**src/ipid_pkg.sv**
```systemverilog
// ----------------------------------------------------------------------------
// ipid_pkg
// shared types and constants of the incremental pid with target dwell block
// ----------------------------------------------------------------------------
`default_nettype none

package ipid_pkg;

    localparam int CFG_IDX_W = 3;

    localparam logic [CFG_IDX_W-1:0] REG_KP            = 3'd0;
    localparam logic [CFG_IDX_W-1:0] REG_KI            = 3'd1;
    localparam logic [CFG_IDX_W-1:0] REG_KD            = 3'd2;
    localparam logic [CFG_IDX_W-1:0] REG_TARGET_RANGE  = 3'd3;
    localparam logic [CFG_IDX_W-1:0] REG_RESPONSE_TIME = 3'd4;
    localparam logic [CFG_IDX_W-1:0] REG_PHASE_SHIFT   = 3'd5;
    localparam logic [CFG_IDX_W-1:0] REG_DWELL_TIME    = 3'd6;
    localparam logic [CFG_IDX_W-1:0] REG_SMOOTH        = 3'd7;

    localparam logic [15:0] PHASE_SHIFT_RST = 16'd5;
    localparam logic [15:0] DWELL_TIME_RST  = 16'd400;

    localparam logic signed [17:0] INT_MAX = 18'sd1000;
    localparam logic signed [17:0] INT_MIN = -18'sd1000;
    localparam logic signed [35:0] CTL_MAX = 36'sd25600;
    localparam logic signed [35:0] CTL_MIN = -36'sd25600;

    typedef struct packed {
        logic signed [15:0] kp;
        logic signed [15:0] ki;
        logic signed [15:0] kd;
        logic        [15:0] target_range;
        logic        [7:0]  response_time;
        logic        [15:0] phase_shift;
        logic        [15:0] dwell_time;
        logic               smooth;
    } ipid_cfg_t;

    typedef struct packed {
        logic signed [32:0] p_term;
        logic signed [26:0] i_term;
        logic signed [33:0] d_term;
        logic               upd;
        logic               pulse;
        logic               clear_ctl;
    } ipid_mid_t;

endpackage

`default_nettype wire

```
**src/ipid_front.sv**
```systemverilog
// ----------------------------------------------------------------------------
// ipid_front
// error, update timing, integral, dwell detector and gain products
// ----------------------------------------------------------------------------
`default_nettype none

module ipid_front (
    input  logic                clk,
    input  logic                rst_n,
    input  ipid_pkg::ipid_cfg_t cfg,
    input  logic                step,
    input  logic [31:0]         now_ms,
    input  logic signed [15:0]  setpoint,
    input  logic signed [15:0]  position,
    output ipid_pkg::ipid_mid_t mid
);

    logic [31:0]        last_upd_reg,    last_upd_next;
    logic signed [10:0] integ_reg,       integ_next;
    logic signed [16:0] prev_err_reg,    prev_err_next;
    logic signed [15:0] last_sp_reg,     last_sp_next;
    logic [31:0]        dwell_start_reg, dwell_start_next;
    logic               dwell_run_reg,   dwell_run_next;
    logic               armed_reg,       armed_next;
    ipid_pkg::ipid_mid_t mid_reg,        mid_next;

    logic signed [16:0] err;
    logic        [16:0] mag;
    logic               on_tgt;
    logic [31:0]        dwell_diff;
    logic [31:0]        gap;
    logic               upd;
    logic signed [17:0] isum;
    logic signed [10:0] isum_clamped;
    logic signed [17:0] delta;
    logic               sp_chg;

    assign err        = 17'(setpoint) - 17'(position);
    assign mag        = err[16] ? 17'(-err) : 17'(err);
    assign on_tgt     = mag < {1'b0, cfg.target_range};
    assign dwell_diff = now_ms - dwell_start_reg;
    assign gap        = now_ms - last_upd_reg - {16'b0, cfg.phase_shift};
    assign upd        = gap > {24'b0, cfg.response_time};
    assign isum       = 18'(integ_reg) + 18'(err);
    assign delta      = 18'(err) - 18'(prev_err_reg);
    assign sp_chg     = setpoint != last_sp_reg;

    always_comb
    begin
        priority if (isum > ipid_pkg::INT_MAX)
        begin
            isum_clamped = 11'(ipid_pkg::INT_MAX);
        end
        else if (isum < ipid_pkg::INT_MIN)
        begin
            isum_clamped = 11'(ipid_pkg::INT_MIN);
        end
        else
        begin
            isum_clamped = isum[10:0];
        end
    end

    always_comb
    begin
        dwell_run_next   = dwell_run_reg;
        dwell_start_next = dwell_start_reg;
        armed_next       = armed_reg;
        last_upd_next    = last_upd_reg;
        integ_next       = integ_reg;
        prev_err_next    = prev_err_reg;
        last_sp_next     = last_sp_reg;

        mid_next.p_term    = 33'(cfg.kp) * 33'(err);
        mid_next.i_term    = 27'(cfg.ki) * 27'(isum_clamped);
        mid_next.d_term    = 34'(cfg.kd) * 34'(delta);
        mid_next.upd       = upd;
        mid_next.pulse     = 1'b0;
        mid_next.clear_ctl = upd && sp_chg && !cfg.smooth;

        // dwell detector
        if (on_tgt)
        begin
            if (!dwell_run_reg)
            begin
                dwell_run_next   = 1'b1;
                dwell_start_next = now_ms;
                armed_next       = 1'b1;
            end
            else if (dwell_diff > {16'b0, cfg.dwell_time})
            begin
                if (armed_reg)
                begin
                    mid_next.pulse = 1'b1;
                    armed_next     = 1'b0;
                end
            end
        end
        else
        begin
            dwell_run_next   = 1'b0;
            dwell_start_next = '0;
        end

        // pid step
        if (upd)
        begin
            integ_next    = sp_chg ? '0 : isum_clamped;
            prev_err_next = err;
            last_sp_next  = setpoint;
            last_upd_next = now_ms;
        end
    end

    always_ff @(posedge clk or negedge rst_n)
    begin
        if (!rst_n)
        begin
            last_upd_reg    <= '0;
            integ_reg       <= '0;
            prev_err_reg    <= '0;
            last_sp_reg     <= '0;
            dwell_start_reg <= '0;
            dwell_run_reg   <= 1'b0;
            armed_reg       <= 1'b1;
        end
        else if (step)
        begin
            last_upd_reg    <= last_upd_next;
            integ_reg       <= integ_next;
            prev_err_reg    <= prev_err_next;
            last_sp_reg     <= last_sp_next;
            dwell_start_reg <= dwell_start_next;
            dwell_run_reg   <= dwell_run_next;
            armed_reg       <= armed_next;
        end
    end

    always_ff @(posedge clk)
    begin
        if (step)
        begin
            mid_reg <= mid_next;
        end
    end

    assign mid = mid_reg;

endmodule

`default_nettype wire

```
**src/ipid_accum.sv**
```systemverilog
// ----------------------------------------------------------------------------
// ipid_accum
// sums the gain products into the control value and clamps it to full scale
// ----------------------------------------------------------------------------
`default_nettype none

module ipid_accum (
    input  logic                clk,
    input  logic                rst_n,
    input  logic                step,
    input  ipid_pkg::ipid_mid_t mid,
    output logic signed [15:0]  control_out,
    output logic                updated,
    output logic                on_target
);

    logic signed [15:0] ctl_reg, ctl_next;
    logic signed [15:0] out_ctl_reg;
    logic               out_upd_reg;
    logic               out_tgt_reg;

    logic signed [35:0] sum;
    logic signed [15:0] ctl_clamped;

    assign sum = 36'(ctl_reg) + 36'(mid.p_term) + 36'(mid.i_term) + 36'(mid.d_term);

    always_comb
    begin
        priority if (sum > ipid_pkg::CTL_MAX)
        begin
            ctl_clamped = 16'(ipid_pkg::CTL_MAX);
        end
        else if (sum < ipid_pkg::CTL_MIN)
        begin
            ctl_clamped = 16'(ipid_pkg::CTL_MIN);
        end
        else
        begin
            ctl_clamped = sum[15:0];
        end
    end

    always_comb
    begin
        priority if (!mid.upd)
        begin
            ctl_next = ctl_reg;
        end
        else if (mid.clear_ctl)
        begin
            ctl_next = '0;
        end
        else
        begin
            ctl_next = ctl_clamped;
        end
    end

    always_ff @(posedge clk or negedge rst_n)
    begin
        if (!rst_n)
        begin
            ctl_reg <= '0;
        end
        else if (step)
        begin
            ctl_reg <= ctl_next;
        end
    end

    always_ff @(posedge clk)
    begin
        if (step)
        begin
            out_ctl_reg <= ctl_next;
            out_upd_reg <= mid.upd;
            out_tgt_reg <= mid.pulse;
        end
    end

    assign control_out = out_ctl_reg;
    assign updated     = out_upd_reg;
    assign on_target   = out_tgt_reg;

endmodule

`default_nettype wire

```
**src/incremental_pid_with_target_dwell.sv**
```systemverilog
// ----------------------------------------------------------------------------
// incremental_pid_with_target_dwell
// incremental pid controller with an on-target dwell acknowledge pulse
//
// one input item per millisecond tick (now_ms, setpoint, position) on an
// in_valid / in_ready channel; one result item (control_out, updated,
// on_target) per tick on an out_valid / out_ready channel.
// gains and timing registers are written on the cfg channel (cfg_index,
// cfg_data), which is always ready; write them only while the block is idle.
// the datapath is three registers deep: input register, gain product
// register, result register; an accepted item passes through them in that
// order. one item per cycle is sustained while the receiver is ready, with
// the gain multipliers in the front stage and the accumulate-and-clamp in
// the back. a stalled receiver holds the result register; the earlier
// stages keep filling until all three hold an item, then in_ready drops.
// reset empties the pipeline and returns the cfg registers and all
// controller state to their reset values; the data registers are not reset.
// ----------------------------------------------------------------------------
`default_nettype none

module incremental_pid_with_target_dwell (
    input  logic                          clk,
    input  logic                          rst_n,
    input  logic                          cfg_valid,
    output logic                          cfg_ready,
    input  logic [ipid_pkg::CFG_IDX_W-1:0] cfg_index,
    input  logic [15:0]                   cfg_data,
    input  logic                          in_valid,
    output logic                          in_ready,
    input  logic [31:0]                   now_ms,
    input  logic signed [15:0]            setpoint,
    input  logic signed [15:0]            position,
    output logic                          out_valid,
    input  logic                          out_ready,
    output logic signed [15:0]            control_out,
    output logic                          updated,
    output logic                          on_target
);

    ipid_pkg::ipid_cfg_t cfg_reg;
    ipid_pkg::ipid_mid_t mid;

    logic               v0_reg, v0_next;
    logic               v1_reg, v1_next;
    logic               v2_reg, v2_next;
    logic [31:0]        now_reg;
    logic signed [15:0] sp_reg;
    logic signed [15:0] pos_reg;

    logic in_fire;
    logic out_fire;
    logic s2_ready;
    logic s1_ready;
    logic s0_adv;
    logic s1_adv;

    assign cfg_ready = 1'b1;

    always_ff @(posedge clk or negedge rst_n)
    begin
        if (!rst_n)
        begin
            cfg_reg.kp            <= '0;
            cfg_reg.ki            <= '0;
            cfg_reg.kd            <= '0;
            cfg_reg.target_range  <= '0;
            cfg_reg.response_time <= '0;
            cfg_reg.phase_shift   <= ipid_pkg::PHASE_SHIFT_RST;
            cfg_reg.dwell_time    <= ipid_pkg::DWELL_TIME_RST;
            cfg_reg.smooth        <= 1'b0;
        end
        else if (cfg_valid && cfg_ready)
        begin
            unique case (cfg_index)
                ipid_pkg::REG_KP:            cfg_reg.kp            <= cfg_data;
                ipid_pkg::REG_KI:            cfg_reg.ki            <= cfg_data;
                ipid_pkg::REG_KD:            cfg_reg.kd            <= cfg_data;
                ipid_pkg::REG_TARGET_RANGE:  cfg_reg.target_range  <= cfg_data;
                ipid_pkg::REG_RESPONSE_TIME: cfg_reg.response_time <= cfg_data[7:0];
                ipid_pkg::REG_PHASE_SHIFT:   cfg_reg.phase_shift   <= cfg_data;
                ipid_pkg::REG_DWELL_TIME:    cfg_reg.dwell_time    <= cfg_data;
                ipid_pkg::REG_SMOOTH:        cfg_reg.smooth        <= cfg_data[0];
            endcase
        end
    end

    // pipeline flow control
    assign s2_ready = !v2_reg || out_ready;
    assign s1_ready = !v1_reg || s2_ready;
    assign s1_adv   = v1_reg && s2_ready;
    assign s0_adv   = v0_reg && s1_ready;
    assign in_ready = !v0_reg || s1_ready;
    assign in_fire  = in_valid && in_ready;
    assign out_fire = v2_reg && out_ready;

    always_comb
    begin
        v0_next = in_fire ? 1'b1 : (s0_adv ? 1'b0 : v0_reg);
        v1_next = s0_adv ? 1'b1 : (s1_adv ? 1'b0 : v1_reg);
        v2_next = s1_adv ? 1'b1 : (out_fire ? 1'b0 : v2_reg);
    end

    always_ff @(posedge clk or negedge rst_n)
    begin
        if (!rst_n)
        begin
            v0_reg <= 1'b0;
            v1_reg <= 1'b0;
            v2_reg <= 1'b0;
        end
        else
        begin
            v0_reg <= v0_next;
            v1_reg <= v1_next;
            v2_reg <= v2_next;
        end
    end

    always_ff @(posedge clk)
    begin
        if (in_fire)
        begin
            now_reg <= now_ms;
            sp_reg  <= setpoint;
            pos_reg <= position;
        end
    end

    ipid_front u_front (
        .clk      (clk),
        .rst_n    (rst_n),
        .cfg      (cfg_reg),
        .step     (s0_adv),
        .now_ms   (now_reg),
        .setpoint (sp_reg),
        .position (pos_reg),
        .mid      (mid)
    );

    ipid_accum u_accum (
        .clk         (clk),
        .rst_n       (rst_n),
        .step        (s1_adv),
        .mid         (mid),
        .control_out (control_out),
        .updated     (updated),
        .on_target   (on_target)
    );

    assign out_valid = v2_reg;

    a_ctl_range: assert property (@(posedge clk) disable iff (!rst_n)
        out_valid |-> (control_out <= 16'sd25600 && control_out >= -16'sd25600))
        else $error("control value beyond full scale");

    a_s0_hold: assert property (@(posedge clk) disable iff (!rst_n)
        (v0_reg && !s1_ready) |=> (v0_reg && $stable(now_reg) && $stable(sp_reg)))
        else $error("input stage lost a stalled item");

    a_accept_fill: assert property (@(posedge clk) disable iff (!rst_n)
        in_fire |=> v0_reg)
        else $error("accepted item not held in input stage");

    a_out_hold: assert property (@(posedge clk) disable iff (!rst_n)
        (out_valid && !out_ready) |=> (out_valid && $stable(control_out)))
        else $error("stalled result changed");

endmodule

`default_nettype wire

```
**config.mk**
```make
export PLATFORM = sky130hd
export DESIGN_NAME = incremental_pid_with_target_dwell
export DESIGN_NICKNAME = d
export VERILOG_FILES = /design/src/ipid_pkg.sv /design/src/ipid_front.sv /design/src/ipid_accum.sv /design/src/incremental_pid_with_target_dwell.sv
export SDC_FILE = /design/constraint.sdc
export NUM_CORES = 2
export LEC_CHECK = 0
export ABC_AREA = 1
export BUFFER_PORTS_ARGS = -buffer_cell sky130_fd_sc_hd__buf_2
export CAP_MARGIN = 20
export CORE_MARGIN = 2
export CORE_UTILIZATION = 66
export CTS_BUF_LIST = sky130_fd_sc_hd__clkbuf_8 sky130_fd_sc_hd__clkbuf_16
export CTS_CLUSTER_DIAMETER = 200
export DETAILED_ROUTE_END_ITERATION = 10
export GPL_ROUTABILITY_DRIVEN = 0
export GPL_TIMING_DRIVEN = 0
export PLACE_DENSITY = 0.83
export SYNTH_ARGS = -nofsm -noshare
export SYNTH_HDL_FRONTEND = slang
export SYNTH_SLANG_ARGS = --single-unit
```
**constraint.sdc**
```tcl
create_clock -name clk -period 10 [get_ports clk]
set_input_delay 0.5 -clock clk [delete_from_list [all_inputs] [get_ports clk]]
set_output_delay 0.5 -clock clk [all_outputs]
set_load 0.01 [all_outputs]
```
# [Word-level counts from Yosys, hierarchy flattened]
# Cells that the tools add are included.
# Widths: inputs -> output; s select.
[op_classes] magnitude_cmp=7 reduce_logical=29 eq_ne=10 add_sub_neg=10 mux=20 mul=3
[ops] op="$mux 16" n=4
[ops] op="$mux 32" n=2
[ops] op="$sub 32x32->32" n=2
[ops] op="$add 36x34->36" n=1
[ops] op="$gt 36x16->1 const B" n=1
[ops] op="$lt 36x16->1 const B" n=1
[ops] op="$add 34x27->35" n=1
[ops] op="$add 16x33->34" n=1
[ops] op="$mul 16x18->34" n=1
[ops] op="$mul 16x17->33" n=1
[ops] op="$mux 11" n=3
[ops] op="$gt 32x16->1" n=1
[ops] op="$gt 32x8->1" n=1
[ops] op="$sub 32x16->32" n=1
[ops] op="$mul 16x11->27" n=1
[ops] op="$reduce_and 2->1" n=10
[ops] op="$add 11x17->18" n=1
[ops] op="$gt 18x11->1 const B" n=1
[ops] op="$lt 18x11->1 const B" n=1
[ops] op="$sub 17x17->18" n=1
[ops] op="$lt 17x16->1" n=1
[ops] op="$mux 17" n=1
[ops] op="$neg 17->17" n=1
[ops] op="$sub 16x16->17" n=1
[ops] op="12 further kinds" n=39
[totals] ff_bits=413

# [Depth between registers and ports, before layout]
[depth] word_depth=8 ltp_mapped=54

# [Hierarchy]
# A second synthesis with hierarchy kept.
[unflattened] hier_cells=7456 hier_area_um2=57707.8
[by_module_without_submodules] mod="ipid_front" cells_per_inst=5858 instances=1 area_per_inst_um2=44898.1
[by_module_without_submodules] mod="ipid_accum" cells_per_inst=1050 instances=1 area_per_inst_um2=6537.5
[by_module_without_submodules] mod="incremental_pid_with_target_dwell" cells_per_inst=548 instances=1 area_per_inst_um2=6272.3

# [Worst setup path after synthesis]
# Ideal clock, no wire load.
[synth_timing] path_type="reg-to-reg" start="reg sp_reg[0]" end="reg u_front.mid_reg, in the netlist u_front.mid[63] (data pin)" path_buffers=4 setup_ns=0.262 arrival_ns=8.485 slack_ns=1.253 t_required_ns=9.738 path_stages_with_launch=48 period_less_slack_ns=8.747 cell_sequence="edfxtp_1 > inv_1 > ha_1 > fa_1 > inv_1 > nand3_1 > nand2_1 > nand3_1 > nand2_1 > nand2_1 > nand2_1 > or2_0 > and2_1 > buf_2 > clkbuf_1 > ha_1 > nand2_1 > inv_1 > (+12 left out) > fa_1 > inv_1 > fa_1 > fa_1 > fa_1 > inv_1 > fa_1 > inv_1 > ha_1 > nand2_1 > nor2_1 > nand4_1 > o211ai_1 > a21oi_1 > o21ai_0 > a21o_1 > a21oi_1 > xor2_1"
[synth_lines] element="start: declaration" line_no="incremental_pid_with_target_dwell.sv:47" rtl="logic signed [15:0] sp_reg;"
[synth_lines] element="start signal: assignment" line_no="incremental_pid_with_target_dwell.sv:124" rtl="sp_reg <= setpoint;"
[synth_lines] element="end signal: assignment" line_no="ipid_front.sv:143" rtl="mid_reg <= mid_next;"
[synth_lines] element="end: declaration" line_no="ipid_front.sv:25" rtl="ipid_pkg::ipid_mid_t mid_reg, mid_next;"

==> metrics.md <==
| Metric | Value |
|---|---|
| Worst reg2reg path startpoint | `sp_reg[0]$_DFFE_PP_` |
| Minimum clock period | `9.64 ns` |
| First-pass GRT wire length | `251 mm` |
| Core area | `83700 sq um` |
| Reg2reg path depth | `32` |
| Port-buffer cells | `107` |
| CTS tree | `done` |
| Outcome | `finished, final reports clean` |
| Site Rows | `106` |
| Worst hold path startpoint | `setpoint[12]` |
| Die Area | `86900 sq um` |
| Synthesized area | `55800 sq um` |
| Hold Crit Depth | `1` |
| DRC Markers | `0` |
| Register area share after synthesis | `20.1%` |
| Critical path fanouts, max | `9` |
| Via/cell ratio | `5.82` |
| Vias in the first global route | `47893` |
| CP peak stage delay | `0.84 ns` |
| Worst Setup Path Type | `register to register` |
| Total track usage | `37.3%` |
| Share of cells above drive strength 1 | `5.70%` |
| Crit path from | `sp_reg[0]$_DFFE_PP_` |
| Synth top area share | `28.1%` |
| Main synth FF type | `dfrtp_1` |
| Clock skew | `0.0376 ns` |
| CTS buffer count | `46` |
| Antenna violations before repair | `7` |
| Max Cap Viol | `0` |
| Antenna Nets Post-Route | `0` |
| WP data required | `10.33 ns` |
| Slowest-stage cell, CP | `fa_1` |
| Worst setup EP type | `register` |
| Via total after detailed routing | `48129` |
| Final core utilization | `71.8%` |
| Register clock-pin slew on the reported worst setup and hold paths | `0.07 ns` |
| Ports | `109` |
| Layout Nets | `8433` |
| Mapped Cells | `6914` |
| Die X | `295 um` |
| Highest clock rate | `104 MHz` |
| Number of synthesized register bits | `413` |
| Max Slew Vio Count | `0` |
| Area leader, netlist | `fa_1` |
| 1st-pass router iterations | `6` |
| Setup Viol. Count Final | `0` |
| Hold Crit Class | `primary input to register` |
| Critical path data arrival time | `9.97 ns` |
| Wire length per cell | `19.3 um` |
| Commonest cells in the netlist | `1653 x nand2_1, 1453 x inv_1, 784 x fa_1` |
| Number of synthesized flops with an enable pin | `179` |
| Busiest grt layer | `met2` |
| Htree depth | `2` |
| Worst path most repeated cell | `fa_1` |
| Area grow syn2layout | `7.61%` |
| Max FFs per register | `105` |
| Post-synthesis area per instance | `8.07 sq um` |
| Final WS setup | `0.360 ns` |
| Clock Path Buffers | `3` |
| Cells taking the most area after synthesis | `fa_1 28%, nand2_1 11%, ha_1 10%, dfrtp_1 10%, inv_1 9.8%` |
| Grt total ovfl | `0` |
| Ys async rst share | `56.7%` |
| Largest net degree at the start of global routing | `121` |
| Routed wire length | `160 mm` |
| CTS root buffer | `clkbuf_16` |
| Least-Margin Pin Slew | `1.11 ns` |
| Count leader, synth | `nand2_1` |
| Syn nets | `8249` |
| RSZ-0062 raised after global routing | `true` |
| DP HPWL | `130 mm` |
| GR Util met2 | `56.2%` |
| Initial Util | `66.7%` |
| Yosys cell types | `60` |
| DP Worst Slack | `-1.33 ns` |
| DR iter-0 viols | `5088` |
| Die height | `295 um` |
| Clock Latency Late Sink | `0.63 ns` |
| Met1 usage | `48.5%` |
| Slew HR | `26.2%` |
| Fill cell count | `6229` |
| Startpoint Class | `register` |
| Sink Count | `413` |
| YS warnings | `0` |
| Crit share post-route | `96.4%` |
| Final-report hold violation count | `0` |
| Met3 Track Usage GR | `11.8%` |
critical path, delay by kind of cell, from the launching register on:
family	cells	cell delay, ns
compound gates	10	1.86
xor+xnor	1	0.17
fa+ha+maj	10	5.10
buf+inv	7	1.30
flops	1	0.37
simple gates	4	0.54
stage by stage:
stage / area (sq um) / TNS (ns) / instances / hold WS (ns)
2_1_floorplan: 55800 / 0 / 6914 / 0.204
3_3_place_gp: 57800 / -9.64 / 8155 / 0.418
3_5_place_dp: 57900 / -15.13 / 8161 / 0.359
4_1_cts: 59600 / 0 / 8251 / 0.0235
5_1_grt: 60000 / -0.182 / 8274 / 0.0278
6_report: 60100 / 0 / 8275 / 0.0376
metal layers:
layer | share of wire, % | vias to the layer above
met1 | 37 | 22939
met4 | 6.3 | 6
li1 | - | 21564
met5 | 0.026 | -
met2 | 44 | 2954
met3 | 14 | 666
cells by family after synthesis:
family	count (synthesis)	synth area share [%]
DFF	413	20.1
buffers and inverters	1634	11.2
and+or+nand+nor	2663	19.2
other	1	0.00672
adders and majority gates	1247	38.5
AOI/OAI and AO/OA	718	7.15
xor gates and xnor gates	238	3.75
cell usage in the layout, fill, tap and decap left out, types with 14 or more instances in the layout:
| cell | netlist | routed |
|---|---|---|
| inv_1 | 1453 | 1447 |
| o21ai_1 | 51 | 53 |
| a31oi_1 | 26 | 26 |
| clkbuf_16 | 0 | 47 |
| edfxtp_1 | 179 | 179 |
| buf_2 | 16 | 120 |
| o21ai_0 | 225 | 221 |
| nor3_1 | 45 | 42 |
| a21oi_1 | 290 | 283 |
| fa_1 | 784 | 782 |
| xor2_1 | 148 | 143 |
| a21o_1 | 23 | 23 |
| nand2_1 | 1653 | 1637 |
| buf_4 | 9 | 41 |
| o211ai_1 | 19 | 19 |
| nand4_1 | 53 | 53 |
| nand3_1 | 256 | 254 |
| nor2_1 | 584 | 580 |
| dfrtp_1 | 228 | 228 |
| o21bai_1 | 20 | 19 |
| o21ai_2 | 14 | 14 |
| clkbuf_1 | 114 | 91 |
| ha_1 | 463 | 459 |
| or2_2 | 22 | 22 |
| xnor2_1 | 89 | 89 |
| nand2_2 | 7 | 17 |
| clkinv_1 | 15 | 15 |
area by class of cell:
| cell class | count | area [sq um] | share of cell area (%) |
|---|---|---|---|
| Antenna cell | 5 | 12.5 | 0.0208 |
| Buffer | 153 | 787 | 1.31 |
| Clock buffer | 47 | 1180 | 1.96 |
| Clock inverter | 39 | 348 | 0.579 |
| Inverter | 1472 | 5570 | 9.27 |
| Multi-Input combinational cell | 4867 | 38600 | 64.3 |
| Sequential cell | 413 | 11200 | 18.7 |
| Tap cell | 1134 | 1420 | 2.36 |
| Timing Repair Buffer | 145 | 918 | 1.53 |
timing repair:
item,4_1_cts,5_1_grt
pin swaps,3,5
setup endpoints to repair,34,31
hold buffers,1,0
buffers inserted,11,20
resized for setup,27,116
endpoints found under the hold margin,25,0
final timing paths:
path / to / slack, ns
max reg2reg: u_front.mid[36]$_DFFE_PP_ / 0.36
max: u_front.mid[36]$_DFFE_PP_ / 0.36
min in group asynchronous: u_front.last_upd_reg[22]$_DFFE_PN0P_ / 0.34
min: sp_reg[12]$_DFFE_PP_ / 0.04
min reg2reg: u_accum.on_target$_DFFE_PP_ / 0.45
max in group asynchronous: cfg_reg[64]$_DFFE_PN0P_ / 8.27
Power is not shown: default switching activity piles up to over one toggle a cycle in this logic, so the estimate is an artifact.
